[src/hw/rtl/clock_seven_segment_scan_driver_macros.svh]
// ----------------------------------------------------------------------------
// Seven-segment clock driver assertion macros
// Shared concurrent assertion forms used by the clock driver RTL.
// ----------------------------------------------------------------------------
`ifndef CLOCK_SEVEN_SEGMENT_SCAN_DRIVER_MACROS_SVH
`define CLOCK_SEVEN_SEGMENT_SCAN_DRIVER_MACROS_SVH

// Property that must hold at every clock edge outside reset.
`define CLK7SEG_ASSERT(label, prop, msg) \
  label: assert property (@(posedge clk) disable iff (rst) (prop)) else $error(msg);

// Antecedent in this cycle implies consequent in the next cycle.
`define CLK7SEG_ASSERT_NEXT(label, ante, cons, msg) \
  label: assert property (@(posedge clk) disable iff (rst) (ante) |=> (cons)) \
    else $error(msg);

`endif

[src/hw/rtl/clk7seg_pkg.sv]
// ----------------------------------------------------------------------------
// Seven-segment clock driver package
// Widths, reset values, register indexes and decode helpers.
// ----------------------------------------------------------------------------
package clk7seg_pkg;

  localparam int CountWidth = 10;
  localparam int NumDigits  = 4;
  localparam int IdxWidth   = $clog2(NumDigits);
  localparam int CfgAddrWidth = 2;
  localparam int OutWidth   = 32;

  typedef logic [CountWidth-1:0] count_t;

  // Configuration register indexes.
  localparam logic [CfgAddrWidth-1:0] RegDotPeriod   = 2'd0;
  localparam logic [CfgAddrWidth-1:0] RegScanPeriod  = 2'd1;
  localparam logic [CfgAddrWidth-1:0] RegClockPeriod = 2'd2;

  localparam count_t DotPeriodReset   = CountWidth'(100);
  localparam count_t ScanPeriodReset  = CountWidth'(25);
  localparam count_t ClockPeriodReset = CountWidth'(100);

  localparam logic [4:0] HourReset   = 5'd15;
  localparam logic [5:0] MinuteReset = 6'd12;
  localparam logic [5:0] SecondReset = 6'd37;
  localparam logic [5:0] SecondsPerMinute = 6'd60;
  localparam logic [5:0] MinutesPerHour   = 6'd60;
  localparam logic [4:0] HoursPerDay      = 5'd24;

  // One flag per counter that expired on the current tick.
  typedef struct packed {
    logic dot;
    logic scan;
    logic sec;
  } fire_t;

  // Tens digit of a value below 64.
  function automatic logic [3:0] tens_of(input logic [5:0] v);
    logic [3:0] t;
    if (v >= 6'd60)      t = 4'd6;
    else if (v >= 6'd50) t = 4'd5;
    else if (v >= 6'd40) t = 4'd4;
    else if (v >= 6'd30) t = 4'd3;
    else if (v >= 6'd20) t = 4'd2;
    else if (v >= 6'd10) t = 4'd1;
    else                 t = 4'd0;
    return t;
  endfunction

  function automatic logic [3:0] units_of(input logic [5:0] v);
    logic [6:0] tens_x10;
    logic [6:0] diff;
    tens_x10 = 7'(tens_of(v)) * 7'd10;
    diff     = {1'b0, v} - tens_x10;
    return diff[3:0];
  endfunction

  // Active-high segment pattern, bit 0 = A up to bit 6 = G.
  function automatic logic [6:0] seg_pattern(input logic [3:0] d);
    logic [6:0] p;
    unique case (d)
      4'd0: p = 7'h3F;
      4'd1: p = 7'h06;
      4'd2: p = 7'h5B;
      4'd3: p = 7'h4F;
      4'd4: p = 7'h66;
      4'd5: p = 7'h6D;
      4'd6: p = 7'h7D;
      4'd7: p = 7'h07;
      4'd8: p = 7'h7F;
      default: p = 7'h6F;
    endcase
    return p;
  endfunction

endpackage

[src/hw/rtl/clk7seg_timers.sv]
// ----------------------------------------------------------------------------
// Seven-segment clock driver timers
// Period registers, three tick down-counters and the colon dot level.
// ----------------------------------------------------------------------------
module clk7seg_timers import clk7seg_pkg::*; (
  input  logic                    clk,
  input  logic                    rst,
  input  logic                    cfg_we,
  input  logic [CfgAddrWidth-1:0] cfg_addr,
  input  logic [CountWidth-1:0]   cfg_data,
  input  logic                    step,
  output fire_t                   fire,
  output logic                    dot_next
);

  count_t dot_period, scan_period, clock_period;
  count_t dot_count, scan_count, second_count;
  count_t dot_count_next, scan_count_next, second_count_next;
  logic   dot_level;

  always_ff @(posedge clk) begin
    if (rst) begin
      dot_period   <= DotPeriodReset;
      scan_period  <= ScanPeriodReset;
      clock_period <= ClockPeriodReset;
    end else if (cfg_we) begin
      unique case (cfg_addr)
        RegDotPeriod:   dot_period   <= cfg_data;
        RegScanPeriod:  scan_period  <= cfg_data;
        RegClockPeriod: clock_period <= cfg_data;
        default: ;
      endcase
    end
  end

  // A count of one or zero expires and reloads, so a period of zero acts as one.
  always_comb begin
    fire.dot  = dot_count    <= count_t'(1);
    fire.scan = scan_count   <= count_t'(1);
    fire.sec  = second_count <= count_t'(1);
    dot_count_next    = fire.dot  ? dot_period   : dot_count    - count_t'(1);
    scan_count_next   = fire.scan ? scan_period  : scan_count   - count_t'(1);
    second_count_next = fire.sec  ? clock_period : second_count - count_t'(1);
    dot_next = dot_level ^ (step & fire.dot);
  end

  always_ff @(posedge clk) begin
    if (rst) begin
      dot_count    <= DotPeriodReset;
      scan_count   <= ScanPeriodReset;
      second_count <= ClockPeriodReset;
      dot_level    <= 1'b1;
    end else if (step) begin
      dot_count    <= dot_count_next;
      scan_count   <= scan_count_next;
      second_count <= second_count_next;
      dot_level    <= dot_next;
    end
  end

endmodule

[src/hw/rtl/clk7seg_clock.sv]
// ----------------------------------------------------------------------------
// Seven-segment clock driver time of day
// Hours, minutes and seconds with wrap at 24, 60 and 60.
// ----------------------------------------------------------------------------
module clk7seg_clock import clk7seg_pkg::*; (
  input  logic       clk,
  input  logic       rst,
  input  logic       advance,
  output logic [4:0] hour_reg,
  output logic [5:0] minute_reg,
  output logic [5:0] second_reg,
  output logic [4:0] hour_next,
  output logic [5:0] minute_next,
  output logic [5:0] second_next
);

  logic [5:0] sec_inc, min_inc;
  logic [4:0] hour_inc;
  logic       sec_wrap, min_wrap;

  always_comb begin
    sec_inc  = second_reg + 6'd1;
    sec_wrap = sec_inc >= SecondsPerMinute;
    min_inc  = minute_reg + 6'(sec_wrap);
    min_wrap = min_inc >= MinutesPerHour;
    hour_inc = hour_reg + 5'(min_wrap);
    if (advance) begin
      second_next = sec_wrap ? 6'd0 : sec_inc;
      minute_next = min_wrap ? 6'd0 : min_inc;
      hour_next   = (hour_inc >= HoursPerDay) ? 5'd0 : hour_inc;
    end else begin
      second_next = second_reg;
      minute_next = minute_reg;
      hour_next   = hour_reg;
    end
  end

  always_ff @(posedge clk) begin
    if (rst) begin
      hour_reg   <= HourReset;
      minute_reg <= MinuteReset;
      second_reg <= SecondReset;
    end else begin
      hour_reg   <= hour_next;
      minute_reg <= minute_next;
      second_reg <= second_next;
    end
  end

endmodule

[src/hw/rtl/clk7seg_scan.sv]
// ----------------------------------------------------------------------------
// Seven-segment clock driver digit scan
// Steps through the four digits and drives active-low enables and segments.
// ----------------------------------------------------------------------------
module clk7seg_scan import clk7seg_pkg::*; (
  input  logic       clk,
  input  logic       rst,
  input  logic       advance,
  input  logic [4:0] hour_reg,
  input  logic [5:0] minute_reg,
  output logic [6:0] segment_next,
  output logic [3:0] enable_next
);

  logic [IdxWidth-1:0] scan_index;
  logic [6:0]          segment_reg;
  logic [3:0]          enable_reg;
  logic [3:0]          digit;

  // The digit shows the time as it stood before this tick's clock step.
  always_comb begin
    unique case (scan_index)
      2'd0:    digit = tens_of({1'b0, hour_reg});
      2'd1:    digit = units_of({1'b0, hour_reg});
      2'd2:    digit = tens_of(minute_reg);
      default: digit = units_of(minute_reg);
    endcase
    if (digit > 4'd9) digit = 4'd9;
    if (advance) begin
      segment_next = ~seg_pattern(digit);
      enable_next  = ~(4'd1 << scan_index);
    end else begin
      segment_next = segment_reg;
      enable_next  = enable_reg;
    end
  end

  always_ff @(posedge clk) begin
    if (rst) begin
      scan_index  <= '0;
      segment_reg <= '0;
      enable_reg  <= '0;
    end else begin
      segment_reg <= segment_next;
      enable_reg  <= enable_next;
      if (advance) scan_index <= scan_index + IdxWidth'(1);
    end
  end

endmodule

[src/hw/rtl/clk7seg_obuf.sv]
// ----------------------------------------------------------------------------
// Seven-segment clock driver output buffer
// Output register with one skid entry that takes one item during a stall.
// ----------------------------------------------------------------------------
module clk7seg_obuf import clk7seg_pkg::*; (
  input  logic                clk,
  input  logic                rst,
  input  logic                in_valid,
  input  logic [OutWidth-1:0] in_data,
  output logic                in_ready,
  output logic                out_valid,
  output logic [OutWidth-1:0] out_data,
  input  logic                out_ready
);

  logic                skid_valid;
  logic [OutWidth-1:0] skid_data;

  assign in_ready = !skid_valid;

  always_ff @(posedge clk) begin
    if (rst) begin
      out_valid  <= 1'b0;
      skid_valid <= 1'b0;
    end else if (out_valid && !out_ready) begin
      if (in_valid) skid_valid <= 1'b1;
    end else if (skid_valid) begin
      out_valid  <= 1'b1;
      skid_valid <= 1'b0;
    end else begin
      out_valid <= in_valid;
    end
  end

  always_ff @(posedge clk) begin
    if (out_valid && !out_ready) begin
      if (in_valid) skid_data <= in_data;
    end else if (skid_valid) begin
      out_data <= skid_data;
    end else if (in_valid) begin
      out_data <= in_data;
    end
  end

endmodule

[src/hw/rtl/clock_seven_segment_scan_driver.sv]
// ----------------------------------------------------------------------------
// Multiplexed four-digit seven-segment clock driver
// Tick-driven colon dot, digit scan and time of day with a stream result.
// ----------------------------------------------------------------------------
// Usage: each item on the s_ side carries one bit, tick. A tick of one
// advances three down-counters (dot, scan and clock second); a tick of zero
// holds all state. Every accepted item yields exactly one result item on the
// m_ side holding the segment and digit enable pins, the dot level and the
// current hours, minutes and seconds after that item's update.
// A result is registered in the output register, or in the skid entry
// while the receiver stalls. One item is taken per cycle while s_tready
// is high, in a single registered pass through counters and digit decode.
// When the receiver stalls, the output register holds its result and a skid
// entry takes one more item; s_tready falls only while that entry is full.
// Reset brings the time to 15:12:37, the dot high, all pins low and the
// periods to 100, 25 and 100 ticks. Periods are written through cfg_we,
// cfg_addr and cfg_data; a new period takes effect at the next reload.
// ----------------------------------------------------------------------------
`include "clock_seven_segment_scan_driver_macros.svh"

module clock_seven_segment_scan_driver import clk7seg_pkg::*; (
  input  logic                    clk,
  input  logic                    rst,
  input  logic                    s_tvalid,
  output logic                    s_tready,
  input  logic [7:0]              s_tdata,   // [0] tick, [7:1] zero
  output logic                    m_tvalid,
  input  logic                    m_tready,
  // [6:0] segments, [10:7] digit_enable, [11] dot, [16:12] hours,
  // [22:17] minutes, [28:23] seconds, [31:29] zero
  output logic [OutWidth-1:0]     m_tdata,
  input  logic                    cfg_we,
  input  logic [CfgAddrWidth-1:0] cfg_addr,
  input  logic [CountWidth-1:0]   cfg_data
);

  logic          accept;
  logic          step;
  fire_t         fire;
  logic          dot_next;
  logic [4:0]    hour_reg, hour_next;
  logic [5:0]    minute_reg, minute_next;
  logic [5:0]    second_reg, second_next;
  logic [6:0]    segment_next;
  logic [3:0]    enable_next;
  logic [OutWidth-1:0] result;

  assign accept = s_tvalid && s_tready;
  // Only an accepted item with its tick bit set moves any state.
  assign step   = accept && s_tdata[0];

  clk7seg_timers u_timers (
    .clk      (clk),
    .rst      (rst),
    .cfg_we   (cfg_we),
    .cfg_addr (cfg_addr),
    .cfg_data (cfg_data),
    .step     (step),
    .fire     (fire),
    .dot_next (dot_next)
  );

  // The scan reads the time before this tick's clock step, matching the
  // dot, scan, clock order of work within one tick.
  clk7seg_scan u_scan (
    .clk          (clk),
    .rst          (rst),
    .advance      (step && fire.scan),
    .hour_reg     (hour_reg),
    .minute_reg   (minute_reg),
    .segment_next (segment_next),
    .enable_next  (enable_next)
  );

  clk7seg_clock u_clock (
    .clk         (clk),
    .rst         (rst),
    .advance     (step && fire.sec),
    .hour_reg    (hour_reg),
    .minute_reg  (minute_reg),
    .second_reg  (second_reg),
    .hour_next   (hour_next),
    .minute_next (minute_next),
    .second_next (second_next)
  );

  assign result = {3'b000, second_next, minute_next, hour_next, dot_next,
                   enable_next, segment_next};

  clk7seg_obuf u_obuf (
    .clk       (clk),
    .rst       (rst),
    .in_valid  (accept),
    .in_data   (result),
    .in_ready  (s_tready),
    .out_valid (m_tvalid),
    .out_data  (m_tdata),
    .out_ready (m_tready)
  );

  `CLK7SEG_ASSERT(a_time_range, (second_reg < 6'd60) && (minute_reg < 6'd60) && (hour_reg < 5'd24), "time out of range")
  `CLK7SEG_ASSERT(a_scan_one_digit, !(step && fire.scan) || ($countones(enable_next) == 3), "scan lit not one digit")
  `CLK7SEG_ASSERT_NEXT(a_result_follows, accept, m_tvalid, "accepted item gave no result")
  `CLK7SEG_ASSERT_NEXT(a_hold_no_tick, accept && !s_tdata[0], $stable(hour_reg) && $stable(minute_reg) && $stable(second_reg), "time moved without a tick")

endmodule
[config.mk]
export PLATFORM = sky130hd
export DESIGN_NAME = clock_seven_segment_scan_driver
export DESIGN_NICKNAME = d
export VERILOG_FILES = /design/src/hw/rtl/clk7seg_pkg.sv /design/src/hw/rtl/clk7seg_timers.sv /design/src/hw/rtl/clk7seg_clock.sv /design/src/hw/rtl/clk7seg_scan.sv /design/src/hw/rtl/clk7seg_obuf.sv /design/src/hw/rtl/clock_seven_segment_scan_driver.sv
export VERILOG_INCLUDE_DIRS = /design/src /design/src/hw/rtl
export SDC_FILE = /design/constraint.sdc
export NUM_CORES = 1
export LEC_CHECK = 0
export BUFFER_PORTS_ARGS = -buffer_cell sky130_fd_sc_hd__buf_2
export CAP_MARGIN = 10
export CORE_MARGIN = 5
export CORE_UTILIZATION = 35
export DETAILED_ROUTE_END_ITERATION = 10
export PLACE_DENSITY_LB_ADDON = 0.05
export SLEW_MARGIN = 20
export SYNTH_ARGS = -nofsm -noshare
export SYNTH_HDL_FRONTEND = slang
export SYNTH_HIERARCHICAL = 1
export SYNTH_SLANG_ARGS = --single-unit
[constraint.sdc]
create_clock -name clk -period 10.35 [get_ports clk]
set_clock_uncertainty 0.2 [all_clocks]
set_input_delay 1.035 -clock clk [delete_from_list [all_inputs] [get_ports clk]]
set_output_delay 1.035 -clock clk [all_outputs]
set_load 0.005 [all_outputs]
# Word level (Yosys, flattened, before mapping)
# Memories as Yosys holds them, arrays and structs flattened.
# Index checks and enable logic that the tools add are counted.
dict set report totals {
  rom_bits 112
  inputBits 25
  mem_bits_rw 0
  elab_cells 106
  n_memories 1
  output_inout_bits 34
  latch_bits 0
  register_bits 151
}
# memory words word_bits rd rd_ports_with_merged_regs write_ports line
set mem_list {}
lappend mem_list {{(no name shown)} 16 7 1 0 0 clk7seg_pkg.sv:62} ;# unique case (d)
dict set report classes {
  n_reduce_logical 17
  mux 31
  bitwise_logic 5
  n_shift 1
  n_addsub 9
  div_mod_pow 0
  multipliers 2
  magnitude_cmp 19
  eq_ne 4
}
# op count
set op_table {}
lappend op_table {{2-to-1 mux 29 bit} 2}
lappend op_table {{2-to-1 mux 4 bit} 14}
lappend op_table {{>= comparator 6 bit, second input constant} 5}
lappend op_table {{less-or-equal comparator 10 x 1 -> 1 bit, second input constant} 3}
lappend op_table {{2-to-1 mux 10 bit} 3}
lappend op_table {{subtractor 10 x 1 -> 10 bit, second input constant} 3}
lappend op_table {{2-to-1 mux 6 bit} 4}
lappend op_table {{>= comparator 5 x 6 -> 1 bit, second input constant} 3}
lappend op_table {{>= comparator 5 bit, second input constant} 3}
lappend op_table {{2-to-1 mux 7 bit} 2}
lappend op_table {{>= comparator 6 x 5 -> 1 bit, second input constant} 2}
lappend op_table {{one-hot mux 4 bit (3 select lines)} 1}
lappend op_table {{2-to-1 mux 5 bit} 2}
lappend op_table {{AND reduction 2 bit} 5}
lappend op_table {{multiplier 4 x 3 -> 3 bit, second input constant} 2}
lappend op_table {{subtractor 4 bit} 2}
lappend op_table {{NOT 7 bit} 1}
lappend op_table {{adder 6 x 1 -> 6 bit} 1}
lappend op_table {{adder 6 x 1 -> 6 bit, second input constant} 1}
lappend op_table {{>= comparator 6 x 4 -> 1 bit, second input constant} 1}
lappend op_table {{adder 5 x 1 -> 5 bit} 1}
lappend op_table {{>= comparator 5 x 4 -> 1 bit, second input constant} 1}
lappend op_table {{logical AND 1 bit} 5}
lappend op_table {{equality test 2 x 1 -> 1 bit, second input constant} 2}
lappend op_table {{other kinds (14)} 19}

# Longest topological paths before layout
# Gate-level depths: netlist of run 1.
# An unclocked memory read counts as a cell.
dict set report logic_depth {
  word_depth 19
  depth_mapped 17
  ltp_nobuf 16
}

# Hierarchy
# The synthesis of run 1 kept the hierarchy.
# module seq_area_each_um2 area_per_inst_um2 cells_per_inst instances
set by_module_without_submodules {}
lappend by_module_without_submodules {clk7seg_timers 1221.2 3042.9 379 1}
lappend by_module_without_submodules {clk7seg_obuf 1961.9 2537.4 110 1}
lappend by_module_without_submodules {clk7seg_scan 260.2 1288.7 161 1}
lappend by_module_without_submodules {clk7seg_clock 340.3 1286.2 170 1}
lappend by_module_without_submodules {clock_seven_segment_scan_driver 0.0 36.3 5 1}

# Worst setup path before layout of run 1
# No wires, ideal clock.
dict set report synth_path {
  kind {register -> register}
  from {register u_clock.second_reg[0]}
  to {register u_obuf.out_data[12] (data pin)}
  path_stages_with_launch 18
  required_ps 9890
  n_path_buf 2
  setup_time_ps 260
  slack_ps 6234
  period_less_slack_ps 4116
  t_arrival_ps 3656
  path_cell_list {dfxtp_1 -> ha_1 -> clkbuf_1 -> nand2_1 -> or3_1 -> o31ai_2 -> ha_1 -> ha_1 -> clkbuf_1 -> nand4_1 -> o41ai_2 -> ha_1 -> ha_1 -> nor2b_1 -> a21oi_1 -> o31a_1 -> a31o_1 -> mux2_4}
}
dict set report synth_via {
  elab_chain_len 10
}
# element line
set synth_rtl {}
lappend synth_rtl {{start, declared} clk7seg_clock.sv:11} ;# output logic [5:0] second_reg,
lappend synth_rtl {{start signal, assigned} clk7seg_clock.sv:42} ;# second_reg <= SecondReset;
lappend synth_rtl {{start signal, assigned} clk7seg_clock.sv:46} ;# second_reg <= second_next;
lappend synth_rtl {{adder 6 x 1 -> 6 bit *} clk7seg_clock.sv:22} ;# sec_inc = second_reg + 6'd1;
lappend synth_rtl {{>= comparator 6 bit *} clk7seg_clock.sv:23} ;# sec_wrap = sec_inc >= SecondsPerMinute;
lappend synth_rtl {{adder 6 x 1 -> 6 bit *} clk7seg_clock.sv:24} ;# min_inc = minute_reg + 6'(sec_wrap);
lappend synth_rtl {{>= comparator 6 bit *} clk7seg_clock.sv:25} ;# min_wrap = min_inc >= MinutesPerHour;
lappend synth_rtl {{adder 5 x 1 -> 5 bit *} clk7seg_clock.sv:26} ;# hour_inc = hour_reg + 5'(min_wrap);
lappend synth_rtl {{>= comparator 5 bit} clk7seg_clock.sv:30} ;# hour_next = (hour_inc >= HoursPerDay) ? 5'd0 : hour_inc;
lappend synth_rtl {{2-to-1 mux 5 bit *} clk7seg_clock.sv:30}
lappend synth_rtl {{2-to-1 mux 5 bit *} clk7seg_clock.sv:27} ;# if (advance) begin
lappend synth_rtl {{named net hour_next[0]} clock_seven_segment_scan_driver.sv:41} ;# logic [4:0] hour_reg, hour_next;
lappend synth_rtl {{2-to-1 mux 29 bit *} clk7seg_obuf.sv:40} ;# end else if (in_valid) begin
lappend synth_rtl {{2-to-1 mux 29 bit *} clk7seg_obuf.sv:38} ;# end else if (skid_valid) begin
lappend synth_rtl {{end signal, assigned} clk7seg_obuf.sv:39} ;# out_data <= skid_data;
lappend synth_rtl {{end signal, assigned} clk7seg_obuf.sv:41} ;# out_data <= in_data;
lappend synth_rtl {{end, declared} clk7seg_obuf.sv:12} ;# output logic [OutWidth-1:0] out_data,
# The timed path passes the listed nets; every way through them passes the cells marked *. The select of a mux whose other input is x is not followed.
# A chain may end at the register's enable or synchronous reset.

# Final worst setup path of run 1
dict set report layout_path {
  from {register u_clock.minute_reg[5]}
  to {register u_obuf.out_data[4] (data pin)}
}
dict set report layout_via {
  elab_chain_len 19
}
# element line
set layout_rtl {}
lappend layout_rtl {{start, declared} clk7seg_clock.sv:10} ;# output logic [5:0] minute_reg,
lappend layout_rtl {{start signal, assigned} clk7seg_clock.sv:41} ;# minute_reg <= MinuteReset;
lappend layout_rtl {{start signal, assigned} clk7seg_clock.sv:45} ;# minute_reg <= minute_next;
lappend layout_rtl {{>= comparator 6 x 4 -> 1 bit} clk7seg_pkg.sv:46} ;# else if (v >= 6'd10) t = 4'd1;
lappend layout_rtl {{2-to-1 mux 1 bit} clk7seg_pkg.sv:46}
lappend layout_rtl {{2-to-1 mux 4 bit} clk7seg_pkg.sv:45} ;# else if (v >= 6'd20) t = 4'd2;
lappend layout_rtl {{2-to-1 mux 4 bit} clk7seg_pkg.sv:44} ;# else if (v >= 6'd30) t = 4'd3;
lappend layout_rtl {{2-to-1 mux 4 bit} clk7seg_pkg.sv:43} ;# else if (v >= 6'd40) t = 4'd4;
lappend layout_rtl {{2-to-1 mux 4 bit} clk7seg_pkg.sv:42} ;# else if (v >= 6'd50) t = 4'd5;
lappend layout_rtl {{2-to-1 mux 4 bit *} clk7seg_pkg.sv:41} ;# if (v >= 6'd60) t = 4'd6;
lappend layout_rtl {{2-to-1 mux 4 bit} clk7seg_scan.sv:22} ;# unique case (scan_index)
lappend layout_rtl {{(+4 left out)} -}
lappend layout_rtl {{2-to-1 mux 4 bit *} clk7seg_scan.sv:28} ;# if (digit > 4'd9) digit = 4'd9;
lappend layout_rtl {{memory (16 x 7 bit) *} -}
lappend layout_rtl {{2-to-1 mux 7 bit *} clk7seg_scan.sv:29} ;# if (advance) begin
lappend layout_rtl {{NOT 7 bit *} clk7seg_scan.sv:30} ;# segment_next = ~seg_pattern(digit);
lappend layout_rtl {{2-to-1 mux 7 bit *} clk7seg_scan.sv:29}
lappend layout_rtl {{named net segment_next[4]} clock_seven_segment_scan_driver.sv:44} ;# logic [6:0] segment_next;
lappend layout_rtl {{2-to-1 mux 29 bit *} clk7seg_obuf.sv:40}
lappend layout_rtl {{2-to-1 mux 29 bit *} clk7seg_obuf.sv:38}
# Marks and branches as above.

==> results of run 1 <==
## power by group through the flow
stage          clock network, W  registers, W   logic, W
6_report               0.000620      0.000674  0.0000956
5_1_grt                0.000671      0.000676   0.000108
4_1_cts                0.000643      0.000674  0.0000946
3_5_place_dp                  0      0.000688  0.0000944
3_3_place_gp                  0      0.000687  0.0000931
2_1_floorplan                 0      0.000683  0.0000682
## critical path, stage by stage (launching register included)
cell	delay [ns]
dfxtp_1	0.80
nand2b_1	0.28
mux2i_1	0.19
or2_2	0.35
fa_1	0.40
or3_1	0.39
a31oi_2	0.52
inv_2	0.09
a21oi_1	0.27
ha_1	0.22
nor2_1	0.06
a31oi_1	0.22
o221ai_1	0.20
mux2_4	0.31
## final timing paths
check / startpoint / to
hold reg to reg: u_timers/clock_period[8] / u_timers/clock_period[8]
hold / removal: u_timers/clock_period[8] / u_timers/clock_period[8]
setup reg to reg: u_clock/minute_reg[5] / u_obuf/out_data[4]
setup / recovery: u_clock/minute_reg[5] / u_obuf/out_data[4]
## per-layer routing
layer | GRT usage | up-vias | share of wire
li1 | - | 3105 | -
met1 | 0.179 | 3025 | 0.47
met2 | 0.231 | 103 | 0.48
met3 | 0.0294 | 18 | 0.033
met4 | 0.0469 | 0 | 0.016
met5 | 0 | - | 0
## cells by family after synthesis
logic type | Yosys count | share of synthesized area
other | 1 | 0.000458
xor gates and xnor gates | 6 | 0.00642
DFF | 157 | 0.462
AOI/OAI and AO/OA | 195 | 0.168
adders and majority gates | 26 | 0.0409
buffers and inverters | 81 | 0.0484
muxes | 45 | 0.0727
and+or+nand+nor | 314 | 0.201
## cell usage in the layout, fill, tap and decap left out, drive strengths merged, types with 10 or more instances in the layout
cell / synthesis / routed
nand2b: 16 / 16
or2: 11 / 11
nor2b: 23 / 23
o31ai: 10 / 10
o311ai: 10 / 10
clkbuf: 22 / 23
nand2: 113 / 113
inv: 34 / 35
dfxtp: 93 / 93
nand3: 32 / 32
buf: 24 / 58
edfxtp: 64 / 64
a31oi: 12 / 12
mux2i: 13 / 13
nor2: 31 / 31
o21ai: 32 / 32
mux2: 32 / 32
a21oi: 47 / 47
ha: 22 / 22
and2: 11 / 11
nand4: 12 / 12
nor3: 15 / 15
## through the flow
stage	setup slack (ns)	cells	total power, W	utilization
after floorplan	6.23	830	0.000752	-
after global placement	5.65	1160	0.000780	0.372
after detailed placement	5.61	1160	0.000782	0.372
after CTS	5.59	1191	0.00141	0.398
after global routing	5.28	1192	0.00145	0.399
final	5.60	1192	0.00139	0.399
## final cells by class
cell class | count | area [µm²] | area share
clock inverter | 8 | 78.8 | 0.00849
inverter | 35 | 131 | 0.0142
sequential | 157 | 3780 | 0.408
multi-input combinational | 592 | 4050 | 0.436
timing repair buffer | 58 | 328 | 0.0353
tap | 319 | 399 | 0.0430
clock buffer | 23 | 513 | 0.0553
## Yosys cell counts (4+ instances only)
cell      number
nand4_1       12
o31ai_1        8
edfxtp_1      64
inv_1         32
o311ai_0       7
or3_1          7
mux2i_1       13
o21a_1         4
and3_1         5
nand2_1      112
nor3b_1        5
and2_1        10
dfxtp_1       93
buf_2         14
clkbuf_1      22
nor2_1        31
or2_2          7
o211ai_1       7
o32ai_1        4
a22oi_1        4
a31oi_1       11
ha_1          22
nor2b_1       22
o22ai_1        7
o21ai_1       10
and3b_1        4
nand3_1       32
nand2b_1      16
xnor2_1        5
nand3b_1       7
a21oi_1       47
mux2_4        28
mux2_2         4
nor3_1        14
a21o_1         5
o21ai_0       22
==> impl_metrics.ini, run 1 <==
[timing]
fin_hold_ws_ns = 0.259
tightest_slew_ns = 0.967
final-max-slew-violation-count = 0
hold_viol = 0
relSlewSlack = 0.355
min_period_ns = 4.75
fmax_mhz = 211
rsz0062_at_grt = no
setup_tns_ns = 0
finalCritPeriodShare = 0.459
setup_viol = 0

[clocking]
tritoncts = built
clock-sinks = 157
cts_buffers = 17
postCtsSetupRepairBufs = 0
cts_resized = 0
cts_hold_buf = 0
clockBufferDepth = 2
path_clk_slew_ns = 0.07
cts-root-buf = clkbuf_16
htreeDepth = 4
clk_latency_ns = 0.42

[place]
portBuffers = 51
dp_hpwl_um = 12200
placed_cell_area_mm2 = 0.00866
place_congestion = 0.806

[synth]
synth-seq-area-share = 0.462
synth_seq_cells = 157
synth.avg_cell_area_um2 = 9.93
synth_top_area_cell = edfxtp_1
synth_edf_count = 64
ys.flop_type = dfxtp_1
synth_area_mm2 = 0.00819
synthTopCellsByArea = edfxtp_1 (23%), dfxtp_1 (23%), mux2_4 (5.1%)
async_flop_share = 0
ys_warn_count = 6
synth_top_area_share = 0.235
postSynthCellCount = 825
yosysUniqueCellTypes = 98

[route]
viasPerCell = 5.24
detail-route-antenna-nets = 0
drtIter0Drc = 393
firstDrtPassIters = 5
num_vias = 6251
wl_per_cell_um = 15.0
drc_errors = 0
drt_wl_total_um = 17900

[floorplanning]
rows = 56
initial_core_util = 0.352
ios = 59
die_x_um = 163
chipHeight_um = 163
fp.dieArea_mm2 = 0.0266
core_region_area_mm2 = 0.0233

[min_path]
holdPathStages = 2
min_path_type = register to register

[finish]
area_growth_pct = 13.3
nFillCells = 2361
drive_above_1_share = 0.179
antenna_cells = 0
final_cell_area_mm2 = 0.00928
top_regs = u_obuf/out_data (32), u_obuf/skid_data (32)
final_nets = 910

[setup_path]
reg2reg_depth = 13
critPathArrivalTime_ns = 4.72
rrSetupSlack_ns = 5.60
worstPathRequired_ns = 10.32
path_class = register to register
cp-start-kind = register
worstSetupEndpointType = register
cp_max_fo = 23

[global_routing]
grt_pass1_vias = 6193
grt-ovfl-total = 0
track_usage = 0.138
grt_max_degree = 61
antenna_found_initial = 0
grt_pass1_wl_um = 30300

[power]
p_sw_frac = 0.228
power_density_mw_per_mm2 = 150
p_comb_frac = 0.069
power.switching_w = 0.000316
power_leakage_nw = 3.37
pwr-share-clk = 0.446
pwr-share-seq = 0.485
ir_drop_mv = 0.0871
internal_power_w = 0.00107

[run_status]
outcome = complete, no violations

[flow_run]
drv_cap = 0
(Power assumes the default switching activity.)
==> run 2, diff against run 1 <==
==> constraint.sdc (replaced) <==
create_clock -name clk -period 3.85 [get_ports clk]
set_clock_uncertainty 0.2 [all_clocks]
set_input_delay 0.385 -clock clk [delete_from_list [all_inputs] [get_ports clk]]
set_output_delay 0.385 -clock clk [all_outputs]
set_load 0.005 [all_outputs]
==> impl_metrics.ini, run 2 (synthesis results as in run 1) <==
[floorplanning]
die_x_um = 163
fp.dieArea_mm2 = 0.0266
core_region_area_mm2 = 0.0233
ios = 59
rows = 56
initial_core_util = 0.352
chipHeight_um = 163

[finish]
register_area_mm2 = 0.00379
final_nets = 949
nFillCells = 2350
final_cell_mix = nand2_1 (111), dfxtp_1 (88), edfxtp_1 (64), buf_2 (51), buf_4 (46)
antenna_cells = 0
drive_above_1_share = 0.229
top_regs = u_obuf/out_data (32), u_obuf/skid_data (32)
utilization = 0.413
area_growth_pct = 17.3
final_common_cell = nand2_1
multiInputGateArea_mm2 = 0.00412
instances_no_fill = 1232

[route]
drtIter0Drc = 260
detail-route-antenna-nets = 0
drc_errors = 0
viasPerCell = 5.24
drt_wl_total_um = 18700
wl_per_cell_um = 15.2
firstDrtPassIters = 5
num_vias = 6450

[timing]
fin_ws_ns = 0.130
min_period_ns = 3.72
finalCritPeriodShare = 0.966
tightest_slew_ns = 0.663
rsz0062_at_grt = no
fmax_mhz = 269
relSlewSlack = 0.555
final-max-slew-violation-count = 0
setup_tns_ns = 0
hold_viol = 0
setup_viol = 0
fin_hold_ws_ns = 0.0231

[clocking]
cts_buffers = 17
clk_latency_ns = 0.42
cts-root-buf = clkbuf_16
tritoncts = built
clockBufferDepth = 2
path_clk_slew_ns = 0.07
htreeDepth = 4
clock-sinks = 157
cts_hold_buf = 0

[run_status]
outcome = complete, no violations

[global_routing]
grt-ovfl-total = 0
antenna_found_initial = 0
grt_pass1_wl_um = 31400
grt_pass1_vias = 6391
track_usage = 0.145
grt_max_degree = 35

[place]
place_congestion = 0.835
dp.cells = 1198
dp_hpwl_um = 13200
dp_slack_ns = 0.0656
portBuffers = 51

[power]
ir_drop_mv = 0.248
power_leakage_nw = 3.56
power_density_mw_per_mm2 = 383

[setup_path]
path_class = register to register
worstPathRequired_ns = 3.82
cp-start-kind = register
critPathArrivalTime_ns = 3.69
cp_max_fo = 3
rrSetupSlack_ns = 0.13
worstSetupEndpointType = register

[flow_run]
drv_cap = 0

[min_path]
min_path_type = primary input to register
==> run 2: cell type report <==
type,instances,area share
flip-flops and latches,157,0.394
clock inverters,8,0.00560
inverters,35,0.0137
clock buffers,24,0.0535
multi-input cells,592,0.429
repair buffers,97,0.0625
well taps,319,0.0415
==> run 2: final timing paths <==
check	from	to	cells past startpoint
hold / removal	cfg_data[5]	u_timers/clock_period[5]	3
setup / recovery	u_clock/hour_reg[2]	u_obuf/out_data[5]	14
setup reg to reg	u_clock/hour_reg[2]	u_obuf/out_data[5]	14
hold reg to reg	u_timers/scan_period[5]	u_timers/scan_period[5]	2
==> run 2: where the power goes <==
part | internal [W] | leakage, nW | total, W | switching [W]
registers | 0.00178 | 1.31 | 0.00181 | 0.0000316
clock network | 0.000937 | 0.273 | 0.00161 | 0.000673
logic | 0.000103 | 1.97 | 0.000261 | 0.000159
total | 0.00282 | 3.56 | 0.00368 | 0.000863
==> run 2: what timing repair did <==
action                                  CTS  global route
endpoints found under the setup margin    0             5
buffers inserted                          0             2
hold endpoints to repair                  0             0
gates resized for setup                   0             7
==> run 2: metal layers <==
| layer | global-route usage | wire length, µm |
|---|---|---|
| met1 | 0.185 | 8580 |
| met2 | 0.245 | 9150 |
| met3 | 0.0256 | 702 |
| met4 | 0.0515 | 275 |
| met5 | 0 | 0 |
==> run 2: critical path, cell delays in order, from the launching register on <==
cell and delay [ns]:
dfxtp_1 0.31, inv_1 0.09, maj3_1 0.18, a21oi_2 0.07, ha_1 0.20, fa_1 0.49, nor2b_1 0.07, o31ai_4 0.21
inv_2 0.06, or2_2 0.30, a21o_2 0.23, ha_1 0.18, or2_2 0.32, a41o_2 0.29, mux2_4 0.26
==> run 2: metrics by stage <==
stage | area, µm² | power, W
final | 9610 | 0.00368
after global routing | 9610 | 0.00385
after CTS | 9570 | 0.00375
after detailed placement | 9000 | 0.00211
after global placement | 9000 | 0.00210
after floorplan | 8280 | 0.00202
==> run 3, diff against run 2 <==
--- a/config.mk
+++ b/config.mk
@@ -7,7 +7,7 @@
 export NUM_CORES = 1
 export LEC_CHECK = 0
 export BUFFER_PORTS_ARGS = -buffer_cell sky130_fd_sc_hd__buf_2
-export CAP_MARGIN = 10
+export CAP_MARGIN = 20
 export CORE_MARGIN = 5
 export CORE_UTILIZATION = 35
 export DETAILED_ROUTE_END_ITERATION = 10
==> constraint.sdc (replaced) <==
create_clock -name clk -period 3.1 [get_ports clk]
set_clock_uncertainty 0.2 [all_clocks]
set_input_delay 0.31 -clock clk [delete_from_list [all_inputs] [get_ports clk]]
set_output_delay 0.31 -clock clk [all_outputs]
set_load 0.005 [all_outputs]
==> impl_metrics.ini, run 3 (synthesis results as in run 1) <==
[setup_path]
worstPathCellList = ha_4, nand2_2, or3_4, o31ai_4, ha_2, and2_4, xnor2_2, o41ai_4, ha_2, ha_4, buf_6, nor2b_2, a21oi_2, o31a_1, a31o_1, mux2_4
cpMaxStageDelayCell = dfxtp_2
path_class = register to register
path_depth = 16
critPathBufInv = 1
worstSetupEndpointType = register
rrSetupSlack_ns = -0.52
reg2reg_depth = 16
cpPeakStageDelay_ns = 0.37
worstPathRequired_ns = 3.07
cp-start-kind = register
cp_max_fo = 3
path_delay_family = adder cells
critPathArrivalTime_ns = 3.59

[clocking]
clk_latency_ns = 0.42
cts-root-buf = clkbuf_16
htreeDepth = 4
clockBufferDepth = 2
cts_buffers = 17
clock-sinks = 157
path_clk_slew_ns = 0.06
tritoncts = built

[global_routing]
grt_max_degree = 47
grt_pass1_vias = 6643
grt_pass1_wl_um = 33200
track_usage = 0.153
grt-ovfl-total = 0
antenna_found_initial = 0

[floorplanning]
rows = 56
core_region_area_mm2 = 0.0233
ios = 59
chipHeight_um = 163
die_x_um = 163
fp.dieArea_mm2 = 0.0266
initial_core_util = 0.352

[route]
viasPerCell = 5.09
wl_per_cell_um = 15.5
drc_errors = 0
drtIter0Drc = 264
drt_wl_total_um = 20500
detail-route-antenna-nets = 0
firstDrtPassIters = 6
num_vias = 6731

[timing]
fmax_mhz = 277
setup_tns_ns = -8.60
setup_viol = 35
rsz0062_at_grt = yes
finalCritPeriodShare = 1.17
hold_viol = 0
tightest_slew_ns = 0.658
fin_ws_ns = -0.515
min_period_ns = 3.62
relSlewSlack = 0.559
final-max-slew-violation-count = 0

[finish]
instances_no_fill = 1322
nFillCells = 2211
top_regs = u_obuf/out_data (32), u_obuf/skid_data (32)
multiInputGateArea_mm2 = 0.00448
final_cell_area_mm2 = 0.0108
final_common_cell = nand2_1
area_growth_pct = 31.6
utilization = 0.463
drive_above_1_share = 0.348
antenna_cells = 0
final_cell_mix = nand2_1 (103), buf_4 (101), dfxtp_1 (85), edfxtp_1 (64), buf_2 (51)
register_area_mm2 = 0.00380
final_nets = 1039

[power]
power_density_mw_per_mm2 = 426
power_leakage_nw = 4.02
ir_drop_mv = 0.304

[flow_run]
drv_cap = 0

[min_path]
holdPathStages = 4
min_path_type = primary input to register

[place]
dp.cells = 1246
place_congestion = 0.847
dp_slack_ns = -0.613
portBuffers = 51
dp_hpwl_um = 13800
placed_cell_area_mm2 = 0.00945

[run_status]
violations = setup timing
outcome = complete, but fails checks
run 3: repair_timing:
action / 4_1_cts / 5_1_grt
setup buffers: 30 / 11
pin swaps: 22 / 29
resized for setup: 36 / 67
setup endpoints to repair: 36 / 38
hold buffers: 11 / 0
endpoints found under the hold margin: 31 / 0
run 3: report_power, final:
part           total [W]  internal [W]  switching, W  leakage (nW)
Sequential       0.00224       0.00221     0.0000356          1.31
Combinational   0.000360      0.000152      0.000208          2.46
Clock            0.00199       0.00111      0.000881         0.252
run 3: cell type report:
cell class              instances  area share
flip-flops and latches        157       0.352
repair buffers                187       0.132
inverters                      35      0.0126
well taps                     319      0.0370
clock buffers                  19      0.0402
clock inverters                13      0.0107
multi-input cells             592       0.416
run 3: path summary, 6_finish.rpt:
path,from,end
max,u_clock/second_reg[0],u_obuf/out_data[12]
min,cfg_addr[0],u_timers/dot_period[8]
max reg2reg,u_clock/second_reg[0],u_obuf/out_data[12]
min reg2reg,u_timers/scan_period[1],u_timers/scan_period[1]
run 3: tightest hold or removal path: cells and delay by family:
family | cells | cell delay [ns]
AND/OR/NAND/NOR | 2 | 0.19
buffers and inverters | 1 | 0.13
AO/OA/AOI/OAI | 1 | 0.05
run 3: metal layers:
metal  global-route usage  part of all wire  wire, µm  vias up
li1                     -                 -         -     3364
met1                0.194              0.46      9340     3226
met2                0.269              0.50     10200      122
met3               0.0256             0.031       638       19
met4               0.0457             0.013       262        0
met5                    0                 0         0        -
run 3: stage by stage:
| stage | hold slack (ns) | total power [W] |
|---|---|---|
| final | 0.101 | 0.00459 |
| after global routing | 0.114 | 0.00479 |
| after CTS | 0.145 | 0.00466 |
| after detailed placement | 0.250 | 0.00264 |
| after global placement | 0.248 | 0.00263 |
| after floorplan | 0.179 | 0.00251 |
